**config.mk**
```make
export PLATFORM = sky130hd
export DESIGN_NAME = virtio_mmio_transport_registers_flat
export DESIGN_NICKNAME = d
export VERILOG_FILES = /design/src/hdl/vmt_pkg.sv /design/src/hdl/vmt_if.sv /design/src/hdl/vmt_in_stage.sv /design/src/hdl/vmt_core.sv /design/src/hdl/vmt_out_stage.sv /design/src/hdl/virtio_mmio_transport_registers.sv /design/src/flat_wrapper.sv
export SDC_FILE = /design/constraint.sdc
export NUM_CORES = 1
export LEC_CHECK = 0
export BUFFER_PORTS_ARGS = -buffer_cell sky130_fd_sc_hd__buf_4
export CAP_MARGIN = 10
export CORE_MARGIN = 2
export CORE_UTILIZATION = 57
export DETAILED_ROUTE_END_ITERATION = 16
export GPL_TIMING_DRIVEN = 0
export PLACE_DENSITY_LB_ADDON = 0.05
export SLEW_MARGIN = 15
export SYNTH_ARGS = -nofsm -noshare
export SYNTH_HDL_FRONTEND = slang
export SYNTH_SLANG_ARGS = --single-unit
```
**constraint.sdc**
```tcl
create_clock -name i_clk -period 10.7 [get_ports i_clk]
set_input_delay 3.21 -clock i_clk [delete_from_list [all_inputs] [get_ports i_clk]]
set_output_delay 3.21 -clock i_clk [all_outputs]
set_load 0.05 [all_outputs]
```
**src/hdl/vmt_pkg.sv**
```systemverilog
// Shared types, register offsets and constants of the virtio MMIO transport.
// No dependencies; every module file imports this package.
`timescale 1ns / 1ps

package vmt_pkg;

    // Operation codes of one input word
    typedef enum logic [1:0] {
        OP_READ  = 2'd0,
        OP_WRITE = 2'd1,
        OP_IRQ   = 2'd2
    } t_op;

    // Register offsets, published virtio-mmio layout
    localparam logic [11:0] OFS_MAGIC        = 12'h000;
    localparam logic [11:0] OFS_VERSION      = 12'h004;
    localparam logic [11:0] OFS_DEVICE_ID    = 12'h008;
    localparam logic [11:0] OFS_VENDOR       = 12'h00C;
    localparam logic [11:0] OFS_DEV_FEAT     = 12'h010;
    localparam logic [11:0] OFS_DEV_FEAT_SEL = 12'h014;
    localparam logic [11:0] OFS_QUEUE_SEL    = 12'h030;
    localparam logic [11:0] OFS_QUEUE_MAX    = 12'h034;
    localparam logic [11:0] OFS_QUEUE_NUM    = 12'h038;
    localparam logic [11:0] OFS_QUEUE_READY  = 12'h044;
    localparam logic [11:0] OFS_QUEUE_NOTIFY = 12'h050;
    localparam logic [11:0] OFS_IRQ_STATUS   = 12'h060;
    localparam logic [11:0] OFS_IRQ_ACK      = 12'h064;
    localparam logic [11:0] OFS_STATUS       = 12'h070;
    localparam logic [11:0] OFS_DESC_LO      = 12'h080;
    localparam logic [11:0] OFS_DESC_HI      = 12'h084;
    localparam logic [11:0] OFS_AVAIL_LO     = 12'h090;
    localparam logic [11:0] OFS_AVAIL_HI     = 12'h094;
    localparam logic [11:0] OFS_USED_LO      = 12'h0A0;
    localparam logic [11:0] OFS_USED_HI      = 12'h0A4;

    // Read-only constant values
    localparam logic [31:0] MAGIC_VALUE   = 32'h7472_6976;
    localparam logic [31:0] VENDOR_VALUE  = 32'h554D_4551;
    localparam logic [31:0] VERSION_VALUE = 32'd2;
    localparam logic [31:0] QUEUE_MAX     = 32'd128;

    localparam int DEVICE_ID_W = 8;

    typedef struct packed {
        logic [1:0]  op;
        logic [11:0] offset;
        logic [31:0] write_data;
    } t_item;

    typedef struct packed {
        logic [31:0] read_data;
        logic        notify_pulse;
        logic        irq_raise;
        logic        queue_ready_out;
        logic [15:0] queue_size_out;
        logic [63:0] desc_table_addr;
        logic [63:0] avail_ring_addr;
        logic [63:0] used_ring_addr;
    } t_result;

endpackage

```
**src/hdl/vmt_if.sv**
```systemverilog
// Request and response channel interfaces of the virtio MMIO transport.
// Depends on nothing; payload widths follow vmt_pkg field widths.
`timescale 1ns / 1ps

interface vmt_req_if;
    logic        valid;
    logic        ready;
    logic [1:0]  op;
    logic [11:0] offset;
    logic [31:0] write_data;

    modport source (output valid, output op, output offset, output write_data, input ready);
    modport sink   (input valid, input op, input offset, input write_data, output ready);
endinterface

interface vmt_rsp_if;
    logic        valid;
    logic        ready;
    logic [31:0] read_data;
    logic        notify_pulse;
    logic        irq_raise;
    logic        queue_ready_out;
    logic [15:0] queue_size_out;
    logic [63:0] desc_table_addr;
    logic [63:0] avail_ring_addr;
    logic [63:0] used_ring_addr;

    modport source (
        output valid, output read_data, output notify_pulse, output irq_raise,
        output queue_ready_out, output queue_size_out, output desc_table_addr,
        output avail_ring_addr, output used_ring_addr, input ready
    );
    modport sink (
        input valid, input read_data, input notify_pulse, input irq_raise,
        input queue_ready_out, input queue_size_out, input desc_table_addr,
        input avail_ring_addr, input used_ring_addr, output ready
    );
endinterface

```
**src/hdl/vmt_in_stage.sv**
```systemverilog
// Input register of the transport: holds one request word until it advances.
// Depends on vmt_pkg.
`timescale 1ns / 1ps

module vmt_in_stage
    import vmt_pkg::*;
(
    input  logic  i_clk,
    input  logic  i_rst_n,
    input  logic  i_valid,
    output logic  o_ready,
    input  t_item i_item,
    input  logic  i_advance,
    output logic  o_valid,
    output t_item o_item
);

    logic  r_valid;
    t_item r_item;

    // take a new word when empty or when the held word leaves this cycle
    assign o_ready = !r_valid || i_advance;
    assign o_valid = r_valid;
    assign o_item  = r_item;

    always_ff @(posedge i_clk) begin
        if (!i_rst_n) begin
            r_valid <= 1'b0;
        end else if (o_ready) begin
            r_valid <= i_valid;
        end
    end

    always_ff @(posedge i_clk) begin
        if (o_ready && i_valid) begin
            r_item <= i_item;
        end
    end

endmodule

```
**src/hdl/vmt_core.sv**
```systemverilog
// Transport register state, read mux and write decode for one request word.
// Depends on vmt_pkg.
`timescale 1ns / 1ps

module vmt_core
    import vmt_pkg::*;
(
    input  logic                   i_clk,
    input  logic                   i_rst_n,
    input  logic                   i_cfg_we,
    input  logic [DEVICE_ID_W-1:0] i_cfg_data,
    input  logic                   i_fire,
    input  t_item                  i_item,
    output t_result                o_result
);

    logic [DEVICE_ID_W-1:0] r_device_id;
    logic [31:0] r_feat_sel,    n_feat_sel;
    logic [31:0] r_queue_sel,   n_queue_sel;
    logic [15:0] r_queue_size,  n_queue_size;
    logic        r_queue_ready, n_queue_ready;
    logic [63:0] r_desc_base,   n_desc_base;
    logic [63:0] r_avail_base,  n_avail_base;
    logic [63:0] r_used_base,   n_used_base;
    logic        r_irq_status,  n_irq_status;
    logic [31:0] r_dev_status,  n_dev_status;

    logic [31:0] rd_data;
    logic        notify;
    logic        irq;
    logic [31:0] wd;

    assign wd = i_item.write_data;

    always_comb begin
        rd_data = '0;
        unique case (i_item.offset)
            OFS_MAGIC:       rd_data = MAGIC_VALUE;
            OFS_VERSION:     rd_data = VERSION_VALUE;
            OFS_DEVICE_ID:   rd_data = {{(32-DEVICE_ID_W){1'b0}}, r_device_id};
            OFS_VENDOR:      rd_data = VENDOR_VALUE;
            OFS_DEV_FEAT:    rd_data = {31'd0, (r_feat_sel == 32'd1)};
            OFS_QUEUE_MAX:   rd_data = QUEUE_MAX;
            OFS_QUEUE_READY: rd_data = {31'd0, r_queue_ready};
            OFS_IRQ_STATUS:  rd_data = {31'd0, r_irq_status};
            OFS_STATUS:      rd_data = r_dev_status;
            default:         rd_data = '0;
        endcase
    end

    always_comb begin
        n_feat_sel    = r_feat_sel;
        n_queue_sel   = r_queue_sel;
        n_queue_size  = r_queue_size;
        n_queue_ready = r_queue_ready;
        n_desc_base   = r_desc_base;
        n_avail_base  = r_avail_base;
        n_used_base   = r_used_base;
        n_irq_status  = r_irq_status;
        n_dev_status  = r_dev_status;
        notify        = 1'b0;
        irq           = 1'b0;
        unique case (t_op'(i_item.op))
            OP_WRITE: begin
                unique case (i_item.offset)
                    OFS_DEV_FEAT_SEL: n_feat_sel = wd;
                    OFS_QUEUE_SEL:    n_queue_sel = wd;
                    OFS_QUEUE_NUM: begin
                        if (r_queue_sel == 32'd0) begin
                            n_queue_size = wd[15:0];
                        end
                    end
                    OFS_QUEUE_READY: begin
                        if (r_queue_sel == 32'd0) begin
                            n_queue_ready = (wd != 32'd0);
                        end
                    end
                    OFS_QUEUE_NOTIFY: notify = (wd == 32'd0);
                    OFS_IRQ_ACK:      n_irq_status = r_irq_status & ~wd[0];
                    OFS_STATUS: begin
                        n_dev_status = wd;
                        // device reset: drop queue size, ready flag, ring addresses and the interrupt
                        if (wd == 32'd0) begin
                            n_queue_size  = '0;
                            n_queue_ready = 1'b0;
                            n_desc_base   = '0;
                            n_avail_base  = '0;
                            n_used_base   = '0;
                            n_irq_status  = 1'b0;
                        end
                    end
                    OFS_DESC_LO:  n_desc_base  = {r_desc_base[63:32], wd};
                    OFS_DESC_HI:  n_desc_base  = {wd, r_desc_base[31:0]};
                    OFS_AVAIL_LO: n_avail_base = {r_avail_base[63:32], wd};
                    OFS_AVAIL_HI: n_avail_base = {wd, r_avail_base[31:0]};
                    OFS_USED_LO:  n_used_base  = {r_used_base[63:32], wd};
                    OFS_USED_HI:  n_used_base  = {wd, r_used_base[31:0]};
                    default: ;
                endcase
            end
            OP_IRQ: begin
                n_irq_status = 1'b1;
                irq          = 1'b1;
            end
            default: ;
        endcase
    end

    always_comb begin
        o_result.read_data       = (t_op'(i_item.op) == OP_READ) ? rd_data : 32'd0;
        o_result.notify_pulse    = notify;
        o_result.irq_raise       = irq;
        o_result.queue_ready_out = n_queue_ready;
        o_result.queue_size_out  = n_queue_size;
        o_result.desc_table_addr = n_desc_base;
        o_result.avail_ring_addr = n_avail_base;
        o_result.used_ring_addr  = n_used_base;
    end

    always_ff @(posedge i_clk) begin
        if (!i_rst_n) begin
            r_device_id <= '0;
        end else if (i_cfg_we) begin
            r_device_id <= i_cfg_data;
        end
    end

    always_ff @(posedge i_clk) begin
        if (!i_rst_n) begin
            r_feat_sel    <= '0;
            r_queue_sel   <= '0;
            r_queue_size  <= '0;
            r_queue_ready <= 1'b0;
            r_desc_base   <= '0;
            r_avail_base  <= '0;
            r_used_base   <= '0;
            r_irq_status  <= 1'b0;
            r_dev_status  <= '0;
        end else if (i_fire) begin
            r_feat_sel    <= n_feat_sel;
            r_queue_sel   <= n_queue_sel;
            r_queue_size  <= n_queue_size;
            r_queue_ready <= n_queue_ready;
            r_desc_base   <= n_desc_base;
            r_avail_base  <= n_avail_base;
            r_used_base   <= n_used_base;
            r_irq_status  <= n_irq_status;
            r_dev_status  <= n_dev_status;
        end
    end

`ifndef SYNTHESIS
    a_irq_sets_status: assert property (@(posedge i_clk) disable iff (!i_rst_n)
        i_fire && i_item.op == OP_IRQ |=> r_irq_status)
        else $error("interrupt event did not set irq status");

    a_idle_holds_state: assert property (@(posedge i_clk) disable iff (!i_rst_n)
        !i_fire |=> $stable(r_queue_size) && $stable(r_desc_base) && $stable(r_irq_status))
        else $error("queue state changed without a request");

    a_read_only_data: assert property (@(posedge i_clk) disable iff (!i_rst_n)
        i_item.op != OP_READ |-> o_result.read_data == 32'd0)
        else $error("read data driven for a non-read request");

    a_status_zero_clears: assert property (@(posedge i_clk) disable iff (!i_rst_n)
        i_fire && i_item.op == OP_WRITE && i_item.offset == OFS_STATUS
            && i_item.write_data == 32'd0
        |=> r_queue_size == 16'd0 && !r_queue_ready && r_used_base == 64'd0 && !r_irq_status)
        else $error("device reset left queue state behind");
`endif

endmodule

```
**src/hdl/vmt_out_stage.sv**
```systemverilog
// Result register of the transport: holds one response word for the sink.
// Depends on vmt_pkg and vmt_rsp_if.
`timescale 1ns / 1ps

module vmt_out_stage
    import vmt_pkg::*;
(
    input  logic      i_clk,
    input  logic      i_rst_n,
    input  logic      i_valid,
    output logic      o_ready,
    input  t_result   i_result,
    vmt_rsp_if.source o_rsp
);

    logic    r_valid;
    t_result r_result;

    // load when empty or when the held word is taken this cycle
    assign o_ready = !r_valid || o_rsp.ready;

    always_ff @(posedge i_clk) begin
        if (!i_rst_n) begin
            r_valid <= 1'b0;
        end else if (o_ready) begin
            r_valid <= i_valid;
        end
    end

    always_ff @(posedge i_clk) begin
        if (o_ready && i_valid) begin
            r_result <= i_result;
        end
    end

    assign o_rsp.valid           = r_valid;
    assign o_rsp.read_data       = r_result.read_data;
    assign o_rsp.notify_pulse    = r_result.notify_pulse;
    assign o_rsp.irq_raise       = r_result.irq_raise;
    assign o_rsp.queue_ready_out = r_result.queue_ready_out;
    assign o_rsp.queue_size_out  = r_result.queue_size_out;
    assign o_rsp.desc_table_addr = r_result.desc_table_addr;
    assign o_rsp.avail_ring_addr = r_result.avail_ring_addr;
    assign o_rsp.used_ring_addr  = r_result.used_ring_addr;

endmodule

```
**src/hdl/virtio_mmio_transport_registers.sv**
```systemverilog
// Top level of the single-queue virtio MMIO (version 2) register file.
// Depends on vmt_pkg, vmt_if, vmt_in_stage, vmt_core and vmt_out_stage.
`timescale 1ns / 1ps

// Usage:
//   i_req carries one word per access: op (read, write, raise used-buffer
//   interrupt), the 12-bit register offset and the 32-bit write data.
//   o_rsp returns exactly one word per request: read data (zero unless a
//   read), the notify and interrupt pulses, and the queue ready flag, queue
//   size and the three ring addresses as they stand after the request.
//   i_cfg_we / i_cfg_data load the 8-bit device id; write it only while no
//   request is in flight.
// Timing:
//   A request is held in the input register, updates the register state as it
//   moves into the result register, and is offered on o_rsp from the result
//   register. One request is taken every cycle while o_rsp.ready is high; the
//   rate is set by the single state update per cycle in the core.
// Reset:
//   Synchronous, active low. Clears all transport registers, the device id
//   and both stage valid flags; no words are held afterwards.
// Backpressure:
//   When o_rsp.ready is low the result register holds its word, the input
//   register holds its word, and i_req.ready drops once both are full.

module virtio_mmio_transport_registers
    import vmt_pkg::*;
(
    input  logic                   i_clk,
    input  logic                   i_rst_n,
    input  logic                   i_cfg_we,
    input  logic [DEVICE_ID_W-1:0] i_cfg_data,
    vmt_req_if.sink                i_req,
    vmt_rsp_if.source              o_rsp
);

    t_item   req_item;
    t_item   held_item;
    logic    held_valid;
    logic    out_ready;
    logic    advance;
    t_result result;

    assign req_item.op         = i_req.op;
    assign req_item.offset     = i_req.offset;
    assign req_item.write_data = i_req.write_data;

    // advance a held request into the result register when there is room
    assign advance = held_valid && out_ready;

    vmt_in_stage u_in_stage (
        .i_clk     (i_clk),
        .i_rst_n   (i_rst_n),
        .i_valid   (i_req.valid),
        .o_ready   (i_req.ready),
        .i_item    (req_item),
        .i_advance (advance),
        .o_valid   (held_valid),
        .o_item    (held_item)
    );

    // state commits only when the request actually moves on
    vmt_core u_core (
        .i_clk      (i_clk),
        .i_rst_n    (i_rst_n),
        .i_cfg_we   (i_cfg_we),
        .i_cfg_data (i_cfg_data),
        .i_fire     (advance),
        .i_item     (held_item),
        .o_result   (result)
    );

    vmt_out_stage u_out_stage (
        .i_clk    (i_clk),
        .i_rst_n  (i_rst_n),
        .i_valid  (held_valid),
        .o_ready  (out_ready),
        .i_result (result),
        .o_rsp    (o_rsp)
    );

endmodule
```
**src/flat_wrapper.sv**
```systemverilog
// flat-port wrapper written by rule: the top's interface ports become plain ports
module virtio_mmio_transport_registers_flat import vmt_pkg::*;
  (i_clk, i_rst_n, i_cfg_we, i_cfg_data, i_req_valid, i_req_op, i_req_offset, i_req_write_data, i_req_ready, o_rsp_valid, o_rsp_read_data, o_rsp_notify_pulse, o_rsp_irq_raise, o_rsp_queue_ready_out, o_rsp_queue_size_out, o_rsp_desc_table_addr, o_rsp_avail_ring_addr, o_rsp_used_ring_addr, o_rsp_ready);
  vmt_req_if i_req_i ();
  vmt_rsp_if o_rsp_i ();
  input  logic i_clk;
  input  logic i_rst_n;
  input  logic i_cfg_we;
  input  logic [DEVICE_ID_W-1:0] i_cfg_data;
  input wire logic [$bits(i_req_i.valid)-1:0] i_req_valid;
  input wire logic [$bits(i_req_i.op)-1:0] i_req_op;
  input wire logic [$bits(i_req_i.offset)-1:0] i_req_offset;
  input wire logic [$bits(i_req_i.write_data)-1:0] i_req_write_data;
  output wire logic [$bits(i_req_i.ready)-1:0] i_req_ready;
  output wire logic [$bits(o_rsp_i.valid)-1:0] o_rsp_valid;
  output wire logic [$bits(o_rsp_i.read_data)-1:0] o_rsp_read_data;
  output wire logic [$bits(o_rsp_i.notify_pulse)-1:0] o_rsp_notify_pulse;
  output wire logic [$bits(o_rsp_i.irq_raise)-1:0] o_rsp_irq_raise;
  output wire logic [$bits(o_rsp_i.queue_ready_out)-1:0] o_rsp_queue_ready_out;
  output wire logic [$bits(o_rsp_i.queue_size_out)-1:0] o_rsp_queue_size_out;
  output wire logic [$bits(o_rsp_i.desc_table_addr)-1:0] o_rsp_desc_table_addr;
  output wire logic [$bits(o_rsp_i.avail_ring_addr)-1:0] o_rsp_avail_ring_addr;
  output wire logic [$bits(o_rsp_i.used_ring_addr)-1:0] o_rsp_used_ring_addr;
  input wire logic [$bits(o_rsp_i.ready)-1:0] o_rsp_ready;
  assign i_req_i.valid = i_req_valid;
  assign i_req_i.op = i_req_op;
  assign i_req_i.offset = i_req_offset;
  assign i_req_i.write_data = i_req_write_data;
  assign i_req_ready = i_req_i.ready;
  assign o_rsp_valid = o_rsp_i.valid;
  assign o_rsp_read_data = o_rsp_i.read_data;
  assign o_rsp_notify_pulse = o_rsp_i.notify_pulse;
  assign o_rsp_irq_raise = o_rsp_i.irq_raise;
  assign o_rsp_queue_ready_out = o_rsp_i.queue_ready_out;
  assign o_rsp_queue_size_out = o_rsp_i.queue_size_out;
  assign o_rsp_desc_table_addr = o_rsp_i.desc_table_addr;
  assign o_rsp_avail_ring_addr = o_rsp_i.avail_ring_addr;
  assign o_rsp_used_ring_addr = o_rsp_i.used_ring_addr;
  assign o_rsp_i.ready = o_rsp_ready;
  virtio_mmio_transport_registers u_core (.i_clk(i_clk), .i_rst_n(i_rst_n), .i_cfg_we(i_cfg_we), .i_cfg_data(i_cfg_data), .i_req(i_req_i), .o_rsp(o_rsp_i));
endmodule
```
==> run_results.csv, run 1 <==
group,metric,value,unit
sta,drv_slew,0,
clock_network,worstSkewPairLatency,630,ps
floorplan,placementRows,74,
sta,fin_ws,3700,ps
global_routing,grt_overflow,0,
clock_network,clock-root-buffer,"clkbuf_16",
route,vias,17825,
logic_synthesis,yosysSeqAreaShare,0.643,
worst_setup_path,critical_path_arrival,3790,ps
clock_network,clock_path_buffers,3,
run,drv_cap,0,
floorplan,dieWidth,206,µm
sta,finalSetupViolations,0,
clock_network,cts_hold_buf,0,
worst_setup_path,slowest_stage,"buf_4",
clock_network,cts_made_buffers,58,
floorplan,start_util,0.574,
worst_setup_path,crit_path_max_fanout,3,
worst_setup_path,required,7490,ps
clock_network,ctsResizeCount,0,
worst_setup_path,worstSetupEndpointType,"output pin",
floorplan,dieArea,42600,µm²
logic_synthesis,syn-instance-count,2104,
placement,place.gp.congestion,0.924,
floorplan,ioPinCount,304,
sta,min_period,7000,ps
pwr,totalPowerFinal,5.04,mW
route,antenna_left,0,
placement,dp_slack,3700,ps
min_path,hold_path_class,"reg2reg",
sta,hold_violations,0,
logic_synthesis,avgSynthCellArea,11.1,µm²
floorplan,die_height,206,µm
cells_and_area,drive_gt1_frac,0.177,
cells_and_area,layout_commonest_cell,"nand2_1",
sta,min_period_over_period,0.654,
route,first_iter_violations,1701,
sta,rsz0062_at_grt,"no",
route,drt_pass1_iterations,5,
sta,worst_pin_slew,950,ps
sta,fmax,0.143,GHz
route,route.detailed.drc,0,
cells_and_area,final_cell_mix,"nand2_1, dfxtp_1, buf_4, edfxtp_1, a22o_1",
sta,max_slew_margin,0.362,
clock_network,tritoncts,"built",
worst_setup_path,critPathTopFamily,"buffers and inverters",
logic_synthesis,synth-seq-cells,605,
placement,port-buffer-count,301,
worst_setup_path,crit_buf_inv,2,
logic_synthesis,yosys_warnings,0,
worst_setup_path,path_cells,"buf_4 > nor2b_1 > nand2_1 > buf_4",
worst_setup_path,crit_type,"in2out",
global_routing,grt_pass1_wl,97500,µm
clock_network,path_clk_slew,60,ps
floorplan,core,40600,µm²
pwr,vdd_drop_max,0.146,mV
route,via_per_inst,5.85,
worst_setup_path,crit_top_cell,"buf_4",
clock_network,cts.sinks,605,
global_routing,grt_max_degree,102,
route,avgRoutedWirePerCell,21.4,µm
placement,dp_hpwl,47600,µm
global_routing,grt_pass1_vias,16907,
cells_and_area,nets,2530,
global_routing,grt_usage,0.303,
cells_and_area,n_fill_cell,3054,
worst_setup_path,slowest_delay,200,ps
logic_synthesis,syn_nets,2166,
logic_synthesis,ys_types,51,
sta,final.setup_skew,19.5,ps
global_routing,antenna_found_initial,1,
worst_setup_path,start_kind,"primary input",
cells_and_area,num_antenna_cells,0,
status,status,"complete, no violations",
clock_network,htree_levels,2,
clock_network,post_cts_buffers,0,
pwr,p_per_area,178,nW/µm²
cells_and_area,area_delta_synth_final,21.5,%
logic_synthesis,syn_area,23300,µm²
route,wirelength,65200,µm
pwr,p_leak,10.1,nW
## power by group
group / total, mW / leakage (nW) / switching (mW) / internal, mW
registers: 2.51 / 5.12 / 0.0340 / 2.48
logic: 0.373 / 3.95 / 0.282 / 0.0913
clock network: 2.15 / 0.989 / 0.887 / 1.26
total: 5.04 / 10.1 / 1.20 / 3.84
## worst register-to-register path, stage by stage (launching register included)
cell and delay [ps]:
edfxtp_1 590, nor4_1 440, nand4_1 360, nor4_2 800, o21ai_1 440, clkbuf_1 370
a22o_1 350
## cells in the mapped netlist, drive strengths merged
library cell,instances,share of area
edfxtp,289,0.37
or3b,1,0.00038
or4b,1,0.00043
nor4,31,0.0092
mux2i,105,0.045
o211ai,1,0.00032
a22o,208,0.078
a221oi,1,0.00038
a22oi,2,0.00064
nand3,16,0.0036
a222oi,3,0.0013
a21o,3,0.00096
nor2b,6,0.0016
and3,43,0.012
nand4,8,0.0021
or3,1,0.00027
inv,7,0.0011
o21ai,200,0.043
nor2,125,0.020
nand4b,1,0.00038
ha,3,0.0016
nor4b,1,0.00038
a31oi,2,0.00054
dfxtp,316,0.27
or4,3,0.0011
and2,34,0.0091
o211a,1,0.00043
o31ai,3,0.00096
nor3,11,0.0024
o221ai,1,0.00038
and4,1,0.00038
a21oi,28,0.0062
nand2b,6,0.0016
o2bb2ai,17,0.0064
nand3b,2,0.00064
clkbuf,168,0.028
nor4bb,1,0.00043
or2,2,0.00054
buf,25,0.0073
nand2,427,0.069
## sequential cells by signal, summed over array words and instances (netlist names)
signal / count
u_core.u_out_stage.o_rsp.irq_raise: 1
u_core.u_out_stage.o_rsp.avail_ring_addr: 64
u_core.u_in_stage.o_valid: 1
u_core.u_core.r_queue_sel: 32
u_core.u_out_stage.o_rsp.queue_ready_out: 1
u_core.u_core.r_queue_ready: 1
u_core.u_out_stage.o_rsp.notify_pulse: 1
u_core.u_out_stage.o_rsp.desc_table_addr: 64
u_core.u_core.r_desc_base: 64
u_core.u_core.r_dev_status: 32
u_core.u_out_stage.o_rsp.used_ring_addr: 64
u_core.u_out_stage.o_rsp.valid: 1
u_core.u_core.r_queue_size: 16
u_core.u_in_stage.o_item: 46
u_core.u_core.r_used_base: 64
u_core.u_out_stage.o_rsp.read_data: 32
u_core.u_core.r_feat_sel: 32
u_core.u_core.r_avail_base: 64
u_core.u_core.r_irq_status: 1
u_core.u_core.r_device_id: 8
u_core.u_out_stage.o_rsp.queue_size_out: 16
## logic make-up (layout without fill, tap and decap cells)
kind of cell | count (synthesis) | after routing | share of synthesized area
AND/OR/NAND/NOR | 721 | 721 | 0.135
multiplexers | 105 | 105 | 0.0450
adder cells (fa/ha/maj) | 3 | 3 | 0.00161
flip-flops | 605 | 605 | 0.643
buffers and inverters | 200 | 613 | 0.0361
AO/OA/AOI/OAI | 470 | 470 | 0.139
## cell type report
cell class	instances	area (µm²)	share of cell area
Buffer	193	817	0.0288
Clock buffer	78	1670	0.0589
Clock inverter	31	343	0.0121
Inverter	7	33.8	0.00119
Multi-Input combinational cell	1299	7500	0.264
Sequential cell	605	15000	0.529
Tap cell	532	666	0.0235
Timing Repair Buffer	304	2330	0.0823
## layer usage
layer	wire length (µm)	vias to the layer above	GRT usage
met5	0	-	0
met4	2340	0	0.121
met3	5250	140	0.0497
met2	30400	798	0.491
met1	27100	8652	0.410
li1	-	8235	-
## path summary, 6_finish.rpt
check,start,to,slack (ps),cells past startpoint
worst max-delay path,o_rsp_ready,i_req_ready,3700,4
worst max register to register,u_core.u_in_stage.o_item[26],u_core.u_out_stage.o_rsp.used_ring_addr[1],7110,6
worst min-delay path,u_core.u_core.r_desc_base[23],u_core.u_core.r_desc_base[23],460,2
worst min register to register,u_core.u_core.r_desc_base[23],u_core.u_core.r_desc_base[23],460,2
## per-stage QoR
| stage | hold WS (ps) | util | instance area, µm² | std cells | TNS [ps] |
|---|---|---|---|---|---|
| 2_1_floorplan | 436 | - | 23300 | 2104 | 0 |
| 3_3_place_gp | 444 | 0.646 | 26300 | 2937 | -93180 |
| 3_5_place_dp | 450 | 0.648 | 26400 | 2940 | 0 |
| 4_1_cts | 461 | 0.698 | 28400 | 3049 | 0 |
| 5_1_grt | 475 | 0.698 | 28400 | 3049 | 0 |
| 6_report | 459 | 0.698 | 28400 | 3049 | 0 |
Power figures use the tool's default switching activity.
==> run 2, diff against run 1 <==
clock period = 6.5 ns   (was 10.7 ns; I/O delays follow)
==> run 2 against run 1 <==
Against the previous run:
- cell count is essentially flat
- global-route usage grew 0.40 points
- clock-buffer cell count shrank 7
- via count grew 0.42%
- routed wire length grew 1.4%
- sequential share of layout area shrank 0.17 points
- clock power grew 63%
- cell area grew 0.33%
- die area is the same
- critical path depth is the same
- hold slack lost 1.3 ps
- largest power group unchanged
- highest routed layer unchanged
==> run_results.csv, run 2 (synthesis results as in run 1) <==
group,metric,value,unit
route,antenna_left,0,
route,drt_pass1_iterations,6,
clock_network,ctsResizeCount,0,
pwr,p_leak,10.1,nW
route,avgRoutedWirePerCell,21.7,µm
worst_setup_path,crit_type,"in2out",
sta,drv_slew,0,
floorplan,placementRows,74,
cells_and_area,nets,2534,
sta,fmax,0.222,GHz
sta,min_period,4500,ps
clock_network,tritoncts,"built",
clock_network,cts.sinks,605,
min_path,hold_path_class,"reg2reg",
worst_setup_path,worstSetupEndpointType,"output pin",
sta,max_slew_margin,0.260,
min_path,hold_depth,2,
clock_network,clock-root-buffer,"clkbuf_16",
global_routing,grt_pass1_vias,16992,
placement,port-buffer-count,301,
route,first_iter_violations,1734,
worst_setup_path,path_cells,"buf_4 > nor2b_1 > nand2_1 > buf_4",
worst_setup_path,start_kind,"primary input",
worst_setup_path,crit_path_max_fanout,3,
cells_and_area,final_cell_mix,"nand2_1, dfxtp_1, buf_4, edfxtp_1, a22o_1",
floorplan,start_util,0.574,
floorplan,core,40600,µm²
worst_setup_path,slowest_delay,210,ps
cells_and_area,drive_gt1_frac,0.177,
clock_network,path_clk_slew,60,ps
run,drv_cap,0,
global_routing,grt_pass1_wl,98600,µm
clock_network,clock_path_buffers,3,
floorplan,die_height,206,µm
floorplan,ioPinCount,304,
worst_setup_path,slowest_stage,"buf_4",
floorplan,dieArea,42600,µm²
global_routing,grt_max_degree,42,
placement,place.gp.congestion,0.914,
pwr,p_per_area,290,nW/µm²
clock_network,post_cts_buffers,0,
cells_and_area,layout_commonest_cell,"nand2_1",
clock_network,worstSkewPairLatency,610,ps
clock_network,cts_made_buffers,57,
global_routing,antenna_found_initial,1,
worst_setup_path,crit_top_cell,"buf_4",
sta,final.setup_skew,13.9,ps
sta,hold_violations,0,
sta,finalSetupViolations,0,
worst_setup_path,required,4550,ps
clock_network,htree_levels,2,
route,via_per_inst,5.87,
global_routing,grt_usage,0.307,
global_routing,grt_overflow,0,
worst_setup_path,critical_path_arrival,2550,ps
cells_and_area,fin_util,0.700,
clock_network,cts_hold_buf,0,
cells_and_area,num_antenna_cells,0,
sta,fin_ws,2000,ps
placement,dp_slack,2000,ps
status,status,"complete, no violations",
sta,worst_pin_slew,1100,ps
worst_setup_path,r2r_cells,6,
cells_and_area,area_delta_synth_final,21.9,%
sta,rsz0062_at_grt,"no",
route,vias,17899,
floorplan,dieWidth,206,µm
route,wirelength,66100,µm
route,route.detailed.drc,0,
pwr,vdd_drop_max,0.182,mV
placement,dp_hpwl,48100,µm
sta,min_period_over_period,0.692,
-- run 2: cell types whose count changed in the layout (fill, tap and decap cells not counted), moves of 2 or more --
cell / before / now
clkbuf_16: 61 / 57
buf_12: 1 / 6
clkinv_2: 11 / 13
inv_6: 2 / 0
buf_8: 0 / 3
clkbuf_8: 8 / 5
buf_2: 14 / 11
bufinv_16: 7 / 11
clkinv_1: 6 / 9
-- run 2: worst paths after layout --
check / slack (ps) / end / startpoint
worst max-delay path: 2000 / i_req_ready / o_rsp_ready
worst min-delay path: 460 / u_core.u_core.r_used_base[36] / u_core.u_core.r_used_base[36]
worst max register to register: 2880 / u_core.u_out_stage.o_rsp.used_ring_addr[1] / u_core.u_in_stage.o_item[26]
worst min register to register: 460 / u_core.u_core.r_used_base[36] / u_core.u_core.r_used_base[36]
-- run 2: cell type report --
| type | instances | area, µm² |
|---|---|---|
| well taps | 532 | 666 |
| clock buffers | 71 | 1520 |
| plain buffers | 193 | 857 |
| fillers | 3004 | 12200 |
| inverters | 7 | 30.0 |
| flip-flops and latches | 605 | 15000 |
| clock inverters | 34 | 437 |
| multi-input cells | 1299 | 7510 |
| repair buffers | 309 | 2430 |
-- run 2: worst max-delay path, delay by kind of cell --
kind | cells | cell delay [ps]
AND/OR/NAND/NOR | 2 | 270
buffers and inverters | 2 | 320
-- run 2: through the flow --
step	area [µm²]	cells	hold WS [ps]	setup TNS, ps	power [mW]
after floorplan	23400	2104	436	-8310	4.61
after global placement	26300	2937	445	-396990	4.84
after detailed placement	26500	2945	450	0	4.85
after CTS	28500	3050	459	0	8.30
after global routing	28500	3050	474	0	8.49
final	28500	3050	458	0	8.26
-- run 2: power by group --
group	total [mW]	internal [mW]	switching (mW)
registers	4.14	4.08	0.0578
clock network	3.50	2.08	1.41
logic	0.627	0.158	0.469
total	8.26	6.32	1.94
-- run 2: layer usage --
layer | vias up | global-route usage | wire length, µm | part of all wire
met3 | 140 | 0.0434 | 5310 | 0.080
met1 | 8656 | 0.422 | 27500 | 0.42
met4 | 0 | 0.130 | 2450 | 0.037
met5 | - | 0 | 0 | 0
li1 | 8241 | - | - | -
met2 | 862 | 0.492 | 30800 | 0.47
